--- src/rtl/rbhpt_pkg.sv ---
// Shared types, constants and helpers of the register bank hazard pipeline timer.
// No dependencies.
`timescale 1ns / 1ps

package rbhpt_pkg;

	localparam int PIPE_STAGES_DEF = 14;
	localparam int THREADS_DEF     = 24;
	localparam int QUEUE_DEPTH     = 16;
	localparam int QPTR_W          = $clog2(QUEUE_DEPTH);
	localparam int THR_W           = 5;
	localparam int REG_W           = 5;

	localparam logic [31:0] EVEN_BANK = 32'h5555_5554;
	localparam logic [31:0] ODD_BANK  = 32'hAAAA_AAAA;

	typedef struct packed {
		logic [THR_W-1:0] thread;
		logic [REG_W-1:0] s1;
		logic [REG_W-1:0] s2;
		logic [REG_W-1:0] d;
		logic             rd_read;
	} pl_t;

	typedef struct packed {
		logic valid;
		pl_t  pl;
	} instr_t;

	typedef struct packed {
		logic issue_valid;
		pl_t  pl;
	} issue_t;

	// first member is the top bit: issue_ready lands in bit 0
	typedef struct packed {
		logic [THR_W-1:0] retire_thread;
		logic             retire_valid;
		logic [1:0]       extra_cycles;
		logic             check_valid;
		logic             issue_dropped;
		logic             issue_ready;
	} res_t;

	typedef struct packed {
		logic dropped;
		logic inc_busy;
	} front_stat_t;

	typedef struct packed {
		logic             check_valid;
		logic [1:0]       extra_cycles;
		logic             retire_valid;
		logic [THR_W-1:0] retire_thread;
		logic             chk_busy;
	} rule_stat_t;

	// true when the mask has two or more bits set
	function automatic logic two_or_more(input logic [31:0] m);
		return |(m & (m - 32'd1));
	endfunction

endpackage

--- src/rtl/rbhpt_front.sv ---
// Incoming slot, circular stage queue and ready slot of the timer.
// Depends on rbhpt_pkg.
`timescale 1ns / 1ps

module rbhpt_front import rbhpt_pkg::*; #(
	parameter int PIPE_STAGES = PIPE_STAGES_DEF
) (
	input  logic        clk,
	input  logic        arst_n,
	input  logic        en,
	input  issue_t      iss,
	input  logic        chk_busy,
	output instr_t      rdy,
	output front_stat_t stat
);

	localparam logic [QPTR_W-1:0] REAR_INIT = QPTR_W'(PIPE_STAGES - 1);
	localparam logic [QPTR_W:0]   FILL_MAX  = (QPTR_W + 1)'(PIPE_STAGES - 1);
	localparam logic [QPTR_W-1:0] PTR_ONE   = QPTR_W'(1);

	logic                   inc_vld_q;
	pl_t                    inc_pl_q;
	logic [QUEUE_DEPTH-1:0] slot_vld_q;
	pl_t                    slot_pl_q [QUEUE_DEPTH];
	logic [QPTR_W-1:0]      front_q;
	logic [QPTR_W-1:0]      rear_q;
	logic                   rdy_vld_q;
	pl_t                    rdy_pl_q;

	logic              ready_now;
	logic              take_issue;
	logic              inc1_vld;
	pl_t               inc1_pl;
	logic [QPTR_W-1:0] fill;
	logic              push;
	logic              pop;
	logic              bypass;
	logic              pop_vld;
	pl_t               pop_pl;

	always_comb begin
		ready_now  = !inc_vld_q && !chk_busy;
		take_issue = iss.issue_valid && ready_now;
		inc1_vld   = take_issue ? 1'b1 : inc_vld_q;
		inc1_pl    = take_issue ? iss.pl : inc_pl_q;
		fill       = rear_q - front_q;
		push       = {1'b0, fill} < FILL_MAX;
		pop        = !chk_busy;
		// entry written and read in the same beat
		bypass     = push && (rear_q == front_q);
		pop_vld    = bypass ? inc1_vld : slot_vld_q[front_q];
		pop_pl     = bypass ? inc1_pl : slot_pl_q[front_q];
	end

	always_ff @(posedge clk or negedge arst_n) begin
		if (!arst_n) begin
			inc_vld_q  <= 1'b0;
			slot_vld_q <= '0;
			front_q    <= '0;
			rear_q     <= REAR_INIT;
			rdy_vld_q  <= 1'b0;
		end else if (en) begin
			inc_vld_q <= inc1_vld && !push;
			if (push) begin
				slot_vld_q[rear_q] <= inc1_vld;
				rear_q             <= rear_q + PTR_ONE;
			end
			if (pop) begin
				rdy_vld_q <= pop_vld;
				front_q   <= front_q + PTR_ONE;
			end
		end
	end

	always_ff @(posedge clk) begin
		if (en) begin
			if (take_issue)
				inc_pl_q <= iss.pl;
			if (push)
				slot_pl_q[rear_q] <= inc1_pl;
			if (pop)
				rdy_pl_q <= pop_pl;
		end
	end

	assign rdy.valid     = rdy_vld_q;
	assign rdy.pl        = rdy_pl_q;
	assign stat.dropped  = iss.issue_valid && !ready_now;
	assign stat.inc_busy = inc1_vld && !push;

endmodule

--- src/rtl/rbhpt_rule.sv ---
// Bank rule check stage, stall hold and per-thread last write record.
// Depends on rbhpt_pkg.
`timescale 1ns / 1ps

module rbhpt_rule import rbhpt_pkg::*; #(
	parameter int THREADS = THREADS_DEF
) (
	input  logic       clk,
	input  logic       arst_n,
	input  logic       en,
	input  instr_t     rdy,
	output logic       chk_busy,
	output rule_stat_t stat
);

	localparam int TIDX_W = (THREADS > 1) ? $clog2(THREADS) : 1;
	localparam logic [THR_W:0] THR_LIMIT = (THR_W + 1)'(THREADS);

	logic               chk_vld_q;
	pl_t                chk_pl_q;
	logic               hold_vld_q;
	pl_t                hold_pl_q;
	logic [1:0]         stall_q;
	logic [THREADS-1:0] lw_vld_q;
	logic [REG_W-1:0]   lw_reg_q [THREADS];

	logic              take;
	logic              c1_vld;
	pl_t               c1_pl;
	logic              do_chk;
	logic              c_known;
	logic [TIDX_W-1:0] c_idx;
	logic              lw_hit;
	logic [31:0]       rd_set;
	logic [1:0]        extra;
	logic [1:0]        stall1;
	logic              h1_vld;
	pl_t               h1_pl;
	logic              c2_vld;
	logic              retire;
	logic              h_known;
	logic [TIDX_W-1:0] h_idx;
	logic [1:0]        stall2;

	always_comb begin
		take    = !chk_vld_q;
		c1_vld  = take ? rdy.valid : chk_vld_q;
		c1_pl   = take ? rdy.pl : chk_pl_q;
		do_chk  = c1_vld && !hold_vld_q;
		c_known = {1'b0, c1_pl.thread} < THR_LIMIT;
		c_idx   = c1_pl.thread[TIDX_W-1:0];
		lw_hit  = c_known && lw_vld_q[c_idx];

		rd_set = (32'd1 << c1_pl.s1) | (32'd1 << c1_pl.s2);
		if (c1_pl.rd_read)
			rd_set = rd_set | (32'd1 << c1_pl.d);
		if (lw_hit)
			rd_set = rd_set | (32'd1 << lw_reg_q[c_idx]);
		extra = {1'b0, two_or_more(rd_set & EVEN_BANK)}
			+ {1'b0, two_or_more(rd_set & ODD_BANK)};

		stall1 = do_chk ? extra : stall_q;
		h1_vld = do_chk ? 1'b1 : hold_vld_q;
		h1_pl  = do_chk ? c1_pl : hold_pl_q;
		c2_vld = do_chk ? 1'b0 : c1_vld;

		retire  = h1_vld && (stall1 == 2'd0);
		h_known = {1'b0, h1_pl.thread} < THR_LIMIT;
		h_idx   = h1_pl.thread[TIDX_W-1:0];
		stall2  = (stall1 != 2'd0) ? stall1 - 2'd1 : 2'd0;
	end

	always_ff @(posedge clk or negedge arst_n) begin
		if (!arst_n) begin
			chk_vld_q  <= 1'b0;
			hold_vld_q <= 1'b0;
			stall_q    <= 2'd0;
			lw_vld_q   <= '0;
		end else if (en) begin
			chk_vld_q  <= c2_vld;
			hold_vld_q <= h1_vld && !retire;
			stall_q    <= stall2;
			if (retire && h_known)
				lw_vld_q[h_idx] <= 1'b1;
		end
	end

	always_ff @(posedge clk) begin
		if (en) begin
			chk_pl_q  <= c1_pl;
			hold_pl_q <= h1_pl;
			if (retire && h_known)
				lw_reg_q[h_idx] <= h1_pl.d;
		end
	end

	assign chk_busy           = chk_vld_q;
	assign stat.check_valid   = do_chk;
	assign stat.extra_cycles  = do_chk ? extra : 2'd0;
	assign stat.retire_valid  = retire;
	assign stat.retire_thread = retire ? h1_pl.thread : '0;
	assign stat.chk_busy      = c2_vld;

endmodule

--- src/rtl/rbhpt_obuf.sv ---
// Two-entry output buffer: result register plus skid register.
// Depends on rbhpt_pkg.
`timescale 1ns / 1ps

module rbhpt_obuf import rbhpt_pkg::*; (
	input  logic clk,
	input  logic arst_n,
	input  logic in_valid,
	output logic in_ready,
	input  res_t din,
	output logic out_valid,
	input  logic out_ready,
	output res_t dout
);

	logic main_vld_q;
	res_t main_q;
	logic skid_vld_q;
	res_t skid_q;
	logic take;

	assign take = main_vld_q && out_ready;

	always_ff @(posedge clk or negedge arst_n) begin
		if (!arst_n) begin
			main_vld_q <= 1'b0;
			skid_vld_q <= 1'b0;
		end else begin
			if (!main_vld_q) begin
				main_vld_q <= in_valid;
			end else if (take) begin
				main_vld_q <= skid_vld_q || in_valid;
				skid_vld_q <= skid_vld_q && in_valid;
			end else if (in_valid) begin
				skid_vld_q <= 1'b1;
			end
		end
	end

	always_ff @(posedge clk) begin
		if (!main_vld_q) begin
			main_q <= din;
		end else if (take) begin
			main_q <= skid_vld_q ? skid_q : din;
			skid_q <= din;
		end else if (in_valid) begin
			skid_q <= din;
		end
	end

	assign in_ready  = !skid_vld_q;
	assign out_valid = main_vld_q;
	assign dout      = main_q;

endmodule

--- src/rtl/register_bank_hazard_pipeline_timer.sv ---
// Register bank hazard pipeline timer: each input beat is one clock tick of the
// modeled pipeline. The slave channel carries an optional issued instruction
// (tuser bit 0 marks it issued). Every accepted input beat yields exactly one
// result beat on the master channel with issue readiness, dropped-issue flag,
// bank check result and retirement.
// Result: valid the cycle after its input beat is accepted if no result is pending.
// Throughput: one beat per cycle while s_tready is high; all tick logic sits between
// the state registers and the result register, the queue read being a 16-way mux.
// Reset: the stage queue starts with PIPE_STAGES-1 bubbles, the incoming,
// check and hold slots are empty and no thread has a recorded write. No
// clearing pass runs; the first beat can be taken right after reset.
// Stall: results go into a two-entry buffer. With one result waiting the
// block still takes a beat; s_tready drops only when both entries are full.
// Model state advances only on accepted beats, so stalls never change results.
// Depends on rbhpt_pkg, rbhpt_front, rbhpt_rule, rbhpt_obuf.
`timescale 1ns / 1ps

module register_bank_hazard_pipeline_timer import rbhpt_pkg::*; #(
	parameter int PIPE_STAGES = PIPE_STAGES_DEF,
	parameter int THREADS     = THREADS_DEF
) (
	input  logic        clk,
	input  logic        arst_n,
	input  logic        s_tvalid,
	output logic        s_tready,
	// thread[4:0], src_one[9:5], src_two[14:10], dest[19:15], reads_dest[20], zero[23:21]
	input  logic [23:0] s_tdata,
	// issue_valid[0]
	input  logic [0:0]  s_tuser,
	output logic        m_tvalid,
	input  logic        m_tready,
	// issue_ready[0], issue_dropped[1], check_valid[2], extra_cycles[4:3],
	// retire_valid[5], retire_thread[10:6], zero[15:11]
	output logic [15:0] m_tdata
);

	localparam int PAD_W = 16 - $bits(res_t);

	logic        en;
	issue_t      iss;
	instr_t      rdy;
	logic        chk_busy;
	front_stat_t fstat;
	rule_stat_t  rstat;
	res_t        res;
	res_t        dout;

	assign en               = s_tvalid && s_tready;
	assign iss.issue_valid  = s_tuser[0];
	assign iss.pl.thread    = s_tdata[4:0];
	assign iss.pl.s1        = s_tdata[9:5];
	assign iss.pl.s2        = s_tdata[14:10];
	assign iss.pl.d         = s_tdata[19:15];
	assign iss.pl.rd_read   = s_tdata[20];

	rbhpt_front #(
		.PIPE_STAGES(PIPE_STAGES)
	) u_front (
		.clk      (clk),
		.arst_n   (arst_n),
		.en       (en),
		.iss      (iss),
		.chk_busy (chk_busy),
		.rdy      (rdy),
		.stat     (fstat)
	);

	rbhpt_rule #(
		.THREADS(THREADS)
	) u_rule (
		.clk      (clk),
		.arst_n   (arst_n),
		.en       (en),
		.rdy      (rdy),
		.chk_busy (chk_busy),
		.stat     (rstat)
	);

	always_comb begin
		res.issue_ready   = !fstat.inc_busy && !rstat.chk_busy;
		res.issue_dropped = fstat.dropped;
		res.check_valid   = rstat.check_valid;
		res.extra_cycles  = rstat.extra_cycles;
		res.retire_valid  = rstat.retire_valid;
		res.retire_thread = rstat.retire_thread;
	end

	rbhpt_obuf u_obuf (
		.clk       (clk),
		.arst_n    (arst_n),
		.in_valid  (en),
		.in_ready  (s_tready),
		.din       (res),
		.out_valid (m_tvalid),
		.out_ready (m_tready),
		.dout      (dout)
	);

	assign m_tdata = {{PAD_W{1'b0}}, dout};

endmodule

--- config.mk ---
export PLATFORM = sky130hd
export DESIGN_NAME = register_bank_hazard_pipeline_timer
export DESIGN_NICKNAME = d
export VERILOG_FILES = /design/src/rtl/rbhpt_pkg.sv /design/src/rtl/rbhpt_front.sv /design/src/rtl/rbhpt_rule.sv /design/src/rtl/rbhpt_obuf.sv /design/src/rtl/register_bank_hazard_pipeline_timer.sv
export SDC_FILE = /design/constraint.sdc
export NUM_CORES = 1
export LEC_CHECK = 0
export BUFFER_PORTS_ARGS = -buffer_cell sky130_fd_sc_hd__buf_2
export CORE_MARGIN = 8
export CORE_UTILIZATION = 70
export CTS_BUF_LIST = sky130_fd_sc_hd__clkbuf_4
export CTS_CLUSTER_DIAMETER = 40
export DETAILED_ROUTE_END_ITERATION = 16
export GPL_TIMING_DRIVEN = 0
export PLACE_DENSITY = 0.87
export SLEW_MARGIN = 20
export SYNTH_ARGS = -nofsm -noshare
export SYNTH_HDL_FRONTEND = slang
export SYNTH_SLANG_ARGS = --single-unit
export TNS_END_PERCENT = 1
--- constraint.sdc ---
create_clock -name clk -period 10.4 [get_ports clk]
set_input_delay 1.04 -clock clk [delete_from_list [all_inputs] [get_ports clk]]
set_output_delay 1.04 -clock clk [all_outputs]
set_load 0.1 [all_outputs]
==> results of run 1 <==
## final cells by class
class,instances,area (um2),area share
antenna,3,7.51,0.000250
timing repair buffer,66,669,0.0223
sequential,607,18000,0.598
tap,511,639,0.0213
inverter,48,185,0.00617
buffer,85,423,0.0141
multi-input combinational,946,8220,0.274
clock buffer,214,1610,0.0535
clock inverter,31,304,0.0101
## power groups by stage
stage	Sequential (uW)	Combinational (uW)	Clock [uW]
2_1_floorplan	3760	2970	0
3_3_place_gp	3650	4270	0
3_5_place_dp	3670	4630	0
4_1_cts	3640	4780	2100
5_1_grt	3670	5150	2210
6_report	3660	4970	2110
## registers in the layout (all words and copies together), names as in the netlist, 2 cells and up
name                cells
u_front.slot_pl_q     336
u_rule.lw_reg_q       120
u_rule.lw_vld_q        24
u_front.inc_pl_q       21
u_front.rdy            21
u_rule.chk_pl_q        21
u_front.slot_vld_q     16
u_obuf.dout            11
u_obuf.skid_q          11
u_rule.hold_pl_q       10
u_front.front_q         4
u_front.rear_q          4
u_rule.stall_q          2
## layer usage
layer,share of wire,global-route usage,vias up
met1,0.31,0.439,8800
met4,0.078,0.264,12
met5,0.00098,0,-
li1,-,-,7145
met2,0.48,0.601,1910
met3,0.13,0.108,510
## layout by cell type, fill, tap and decap left out, drive strengths merged, types with 42 or more instances in the layout
cell	Yosys	layout
a21oi	42	42
buf	46	109
clkbuf	39	256
dfrtp	53	53
edfxtp	551	551
inv	46	49
mux2	66	66
mux4	115	115
nand2	120	120
nor2	144	144
o21ai	53	53
## per-stage QoR
step | cells | hold WS, ns | utilization | setup slack, ns
after floorplan | 1686 | 0.434 | - | 5.34
after global placement | 2235 | 0.450 | 0.731 | 3.41
after detailed placement | 2263 | 0.458 | 0.747 | 3.33
after CTS | 2508 | 0.252 | 0.798 | 3.33
after global routing | 2511 | 0.262 | 0.798 | 2.79
final | 2511 | 0.242 | 0.798 | 3.13
## worst max-delay path by stage
stage / to / slack (ns) / cells past startpoint
4_1_cts: u_rule.lw_reg_q[7][0] / 3.33 / 19
3_5_place_dp: u_rule.lw_reg_q[7][2] / 3.33 / 20
6_report: u_rule.lw_reg_q[7][0] / 3.13 / 19
5_1_grt: u_rule.lw_reg_q[7][0] / 2.79 / 23
2_1_floorplan: u_rule.lw_reg_q[12][0] / 5.34 / 19
3_3_place_gp: u_front.slot_vld_q[1] / 3.41 / 11
## cells by family after synthesis
logic type | count (synthesis)
XOR/XNOR | 9
AO/OA/AOI/OAI | 278
buffers and inverters | 133
multiplexers | 220
other | 1
adder cells (fa/ha/maj) | 12
flip-flops | 607
AND/OR/NAND/NOR | 422
==> results by group, run 1 <==
Floorplanning
  • Width of the die: 211 um
  • CORE AREA: 37600 um2
  • # IOs: 47
  • Die height: 211 um
  • Row count: 71
  • Die area: 44500 um2
  • Initial Utilization: 0.708

Routing
  • Drt total wl: 83300 um
  • WL/cell: 33.2 um
  • Via Count: 18400
  • Drt via density: 7.32
  • Iter 0 DRT Violations: 2766
  • DRC violations left: 0
  • Detail Route Antenna Nets: 0
  • Drt pass-1 iters: 6

Place
  • RePlAce Congestion: 0.951
  • Post-DP HPWL: 50200 um
  • Placed Area: 28100 um2
  • Port buffer count: 38

Clock tree
  • Clk_lat worst skew: 0.89 ns
  • Post-cts gate resize count: 0
  • Bufs on Longest Clock Path: 3
  • Setup repair bufs after CTS: 0
  • Clock sink total: 607
  • CTS Hold Bufs: 0
  • TritonCTS clock tree: built
  • H-Tree Level Count: 4
  • Cts bufs inserted: 143
  • Clk slew on worst S/H paths: 0.07 ns
  • Clock Tree Root: clkbuf_4

Logic synthesis
  • Post-Synthesis Cells: 1682
  • Syn_area_per_cell: 15.8 um2
  • Post-Syn Area: 26600 um2
  • Post-Synth XOR/XNOR Area: 0.00296
  • Sequential share of the synthesized area: 0.674
  • Ys async rst share: 0.0923
  • Post-synth top flop: edfxtp_1
  • #FFs+latches synth: 607
  • Largest family of logic cells by synthesized area: multiplexers
  • Yosys top cell by area: edfxtp_1
  • Top post-synthesis cells by count: edfxtp_1, nor2_1, nand2_1, mux4_2, mux2_2
  • Mux contribution to synthesized area: 0.145
  • Most instantiated library cell after synthesis: edfxtp_1
  • Yosys warns: 0
  • Post-synth cell types: 96
  • Post-synthesis adder-cell area fraction: 0.00574
  • Compound-cell area share of the yosys netlist: 0.0747
  • Post-synth top area share: 0.622
  • Post-synth EDFFs: 551
  • Synth top area cells: edfxtp_1, mux4_2, dfrtp_1
  • Simple logic cell fraction of the synthesized area: 0.0742

Timing
  • Final worst path period need: 7.27 ns
  • Worst-margin pin slew: 1.15 ns
  • Fmax: 0.138 GHz
  • Final Hold Viols: 0
  • Slew margin rel.: 0.230
  • Fin Setup TNS: 0 ns
  • Max Slew Vio Count: 0
  • Period utilisation layout: 0.699
  • RSZ-0062 raised after global routing: false
  • Final count of negative-setup-slack endpoints: 0
  • Fin Clk Skew: 0.0752 ns

Power
  • Pwr Total: 10700 uW
  • Combinational share of power: 0.463
  • Int Power: 6160 uW
  • Worst vdd ir: 0.249 mV
  • Switch share: 0.427
  • Pwr Density: 358 nW/um2
  • Leak: 0.0104 uW
  • Switching power: 4580 uW
  • Clock power frac: 0.196
  • Register share of total power: 0.341

Final layout
  • Area Growth Syn to Fin: 12.7%
  • Final nets: 1936
  • Fill cells: 1772
  • Final instance area: 30000 um2
  • Layout cells sized above 1: 0.307

Global route
  • GR Util All Layers: 0.376
  • Vias in the first global route: 18400
  • Pin count of the biggest net entering global routing: 61
  • Initial antenna violation count: 7
  • First-pass GRT wire length: 121000 um
  • Overflow after GRT: 0

Setup path
  • Crit path max fanout: 10
  • CP delay by family, top: compound AO/OA/AOI/OAI gates
  • Crit-path cells: buf_2, inv_1, clkbuf_1, o22ai_1, a32o_1, a311o_1, a2111oi_4, nand2_2, o311ai_0, maj3_1, nor3_1, o311ai_1, ha_1, nor4_1, a21oi_1, clkbuf_1, nor2_1, nand2_1, nor2_1
  • CP startpoint: u_rule.chk_pl_q[16]
  • Slowest Stage Delay on Critical Path: 0.73 ns
  • Critical path startpoint category: flop
  • Slowest cell on crit path: nor2_1
  • Reg2reg end: u_rule.lw_reg_q[7][0]
  • Crit Path Class: reg -> reg
  • Reg2Reg Depth: 19
  • Reg2Reg Setup Slack: 3.13 ns
  • Buffers & Inverters on Critical Path: 4
  • CP Capture Type: flop
  • Worst EP arrival: 7.76 ns
  • Crit path required time: 10.89 ns
  • Worst R2R Start: u_rule.chk_pl_q[16]

Min path
  • Hold Path Class: in -> async

Run status
  • Outcome: completed

Flow run
  • Max Cap Violations: 0
(Power assumes the default switching activity.)
==> run 2: changes to the inputs <==
--- a/config.mk
+++ b/config.mk
@@ -7,12 +7,12 @@
 export LEC_CHECK = 0
 export BUFFER_PORTS_ARGS = -buffer_cell sky130_fd_sc_hd__buf_2
 export CORE_MARGIN = 8
-export CORE_UTILIZATION = 70
+export CORE_UTILIZATION = 65
 export CTS_BUF_LIST = sky130_fd_sc_hd__clkbuf_4
 export CTS_CLUSTER_DIAMETER = 40
 export DETAILED_ROUTE_END_ITERATION = 16
 export GPL_TIMING_DRIVEN = 0
-export PLACE_DENSITY = 0.87
+export PLACE_DENSITY = 0.82
 export SLEW_MARGIN = 20
 export SYNTH_ARGS = -nofsm -noshare
 export SYNTH_HDL_FRONTEND = slang
==> constraint.sdc (replaced) <==
create_clock -name clk -period 7.4 [get_ports clk]
set_input_delay 0.74 -clock clk [delete_from_list [all_inputs] [get_ports clk]]
set_output_delay 0.74 -clock clk [all_outputs]
set_load 0.1 [all_outputs]
==> results by group, run 2 (synthesis gave the netlist of run 1 again) <==
Place
  • RePlAce Congestion: 0.967 (was 0.951)
  • Port buffer count: 38 (unchanged)
  • Post-DP HPWL: 47300 um (was 50200 um)

Global route
  • Vias in the first global route: 17500 (was 18400)
  • GR Util All Layers: 0.312 (was 0.376)
  • Overflow after GRT: 0 (unchanged)
  • Initial antenna violation count: 2 (was 7)
  • First-pass GRT wire length: 109000 um (was 121000 um)
  • Pin count of the biggest net entering global routing: 61 (unchanged)

Run status
  • Outcome: completed (unchanged)

Routing
  • Iter 0 DRT Violations: 2539 (was 2766)
  • Drt via density: 6.77 (was 7.32)
  • Via Count: 17300 (was 18400)
  • WL/cell: 28.9 um (was 33.2 um)
  • Drt total wl: 73600 um (was 83300 um)
  • Drt pass-1 iters: 6 (unchanged)
  • DRC violations left: 0 (unchanged)
  • Detail Route Antenna Nets: 0 (unchanged)

Power
  • Clock power frac: 0.201 (was 0.196)
  • Switch share: 0.406 (was 0.427)
  • Pwr Total: 14700 uW (was 10700 uW)
  • Register share of total power: 0.347 (was 0.341)
  • Int Power: 8720 uW (was 6160 uW)
  • Pwr Density: 488 nW/um2 (was 358 nW/um2)
  • Switching power: 5970 uW (was 4580 uW)
  • Combinational share of power: 0.452 (was 0.463)
  • Leak: 0.0104 uW (about the same)
  • Worst vdd ir: 0.351 mV (was 0.249 mV)

Timing
  • Max Slew Vio Count: 0 (unchanged)
  • Final worst path period need: 7.03 ns (was 7.27 ns)
  • Slew margin rel.: 0.194 (was 0.230)
  • Worst-margin pin slew: 1.21 ns (was 1.15 ns)
  • Final count of negative-setup-slack endpoints: 0 (unchanged)
  • Fmax: 0.142 GHz (was 0.138 GHz)
  • RSZ-0062 raised after global routing: false (unchanged)
  • Fin Clk Skew: 0.0843 ns (was 0.0752 ns)
  • Fin Setup TNS: 0 ns (unchanged)
  • Final Hold Viols: 0 (unchanged)
  • Period utilisation layout: 0.950 (was 0.699)

Floorplanning
  • # IOs: 47 (unchanged)
  • Die area: 47700 um2 (was 44500 um2)
  • Initial Utilization: 0.655 (was 0.708)
  • Width of the die: 218 um (was 211 um)
  • Die height: 218 um (was 211 um)
  • Row count: 74 (was 71)
  • CORE AREA: 40600 um2 (was 37600 um2)

Final layout
  • Biggest register: u_front.slot_pl_q (unchanged)
  • Biggest regs: u_front.slot_pl_q x336, u_rule.lw_reg_q x120, u_rule.lw_vld_q x24 (unchanged)
  • Most frequent cells in the layout: edfxtp_1, clkbuf_4, nor2_1 (unchanged)
  • Fin util: 0.741 (was 0.798)
  • Final nets: 1943 (was 1936)
  • Area Growth Syn to Fin: 13.2% (was 12.7%)
  • Layout cells sized above 1: 0.308 (was 0.307)
  • Max reg flops: 336 (unchanged)
  • Commonest non-fill, non-tap cell in the layout: edfxtp_1 (unchanged)

Min path
  • Hold Path Depth: 2
  • Hold Path Class: in -> reg (was in -> async)

Setup path
  • Worst EP arrival: 7.51 ns (was 7.76 ns)
  • Crit path required time: 7.88 ns (was 10.89 ns)
  • Crit path max fanout: 10 (unchanged)
  • Crit Path Class: reg -> reg (unchanged)
  • Reg2Reg Setup Slack: 0.37 ns (was 3.13 ns)
  • Reg2Reg Depth: 20 (was 19)
  • Critical path startpoint category: flop (unchanged)
  • CP Capture Type: flop (unchanged)

Clock tree
  • TritonCTS clock tree: built (unchanged)
  • Clk_lat worst skew: 0.88 ns (was 0.89 ns)
  • Cts bufs inserted: 148 (was 143)
  • Clk slew on worst S/H paths: 0.06 ns (was 0.07 ns)
  • Clock sink total: 607 (unchanged)
  • Clock Tree Root: clkbuf_4 (unchanged)
  • H-Tree Level Count: 4 (unchanged)
  • Bufs on Longest Clock Path: 3 (unchanged)

Flow run
  • Max Cap Violations: 0 (unchanged)
[run 2: cell types whose count changed in the layout (fill, tap and decap cells not counted), moves of 4 or more]
| cell | delta |
|---|---|
| clkinv_1 | +17 |
| buf_12 | +8 |
| buf_16 | -7 |
| nor2_1 | -5 |
| nor2_2 | +5 |
| buf_6 | -4 |
| clkbuf_4 | +4 |
[run 2: metal layers]
layer,up-vias,routed length (um),GRT usage,part of all wire
met1,8576,25900,0.383,0.35
met3,260,6570,0.0586,0.089
met4,0,3450,0.162,0.047
met5,-,0,0,0
li1,7183,-,-,-
met2,1260,37700,0.526,0.51
[run 2: final cells by class]
type / count / area [um2]
Sequential cell: 607 / 18000
Fill cell: 2267 / 10500
Multi-Input combinational cell: 946 / 8230
Clock buffer: 218 / 1640
Tap cell: 532 / 666
Timing Repair Buffer: 68 / 647
Buffer: 85 / 423
Clock inverter: 46 / 378
Inverter: 48 / 185
Antenna cell: 1 / 2.50
[run 2: path summary, 6_finish.rpt]
kind | start | to
min in group asynchronous | arst_n | u_rule.lw_vld_q[15]
hold reg to reg | u_rule.lw_vld_q[18] | u_rule.lw_vld_q[18]
setup / recovery | u_rule.chk_pl_q[16] | u_rule.lw_reg_q[12][0]
hold / removal | m_tready | u_obuf.skid_vld_q
max in group asynchronous | arst_n | u_obuf.out_valid
setup reg to reg | u_rule.chk_pl_q[16] | u_rule.lw_reg_q[12][0]
[run 2: critical path: stages, from the launching register on]
cell      delay [ns]
edfxtp_1        0.32
buf_2           0.23
clkbuf_1        0.54
buf_2           0.43
buf_2           0.32
a21oi_1         0.10
a211oi_1        0.28
o22ai_1         0.19
a32oi_1         0.37
o211ai_1        0.34
o311ai_1        0.56
nor3_1          0.14
o21bai_1        0.19
a211o_1         0.30
o311ai_1        0.17
ha_1            0.46
nor4_1          0.32
a21oi_1         0.11
nor4_1          0.47
nand2_1         0.26
nor2_2          0.52
[run 2: what timing repair did]
action                     CTS  global route
setup endpoints to repair    0            23
setup buffers                0             0
gates resized for setup      0             5
hold endpoints to repair    53             0
hold buffers                 1             0
[run 2: power by group through the flow]
stage | Sequential [uW] | Combinational (uW) | Clock, uW
6_report | 5090 | 6640 | 2950
5_1_grt | 5130 | 7000 | 3120
4_1_cts | 5080 | 6530 | 2970
3_5_place_dp | 5140 | 6450 | 0
3_3_place_gp | 5130 | 6050 | 0
2_1_floorplan | 5290 | 4170 | 0
[run 2: per-stage QoR]
step	cell area, um2	setup WS (ns)	hold WS, ns	instances
global placement	27500	0.0698	0.452	2256
finish	30100	0.367	0.104	2551
detailed placement	28100	0.353	0.453	2285
global route	30100	0.0336	0.0670	2551
CTS	30100	0.315	0.0334	2550
floorplan	26600	2.34	0.434	1686
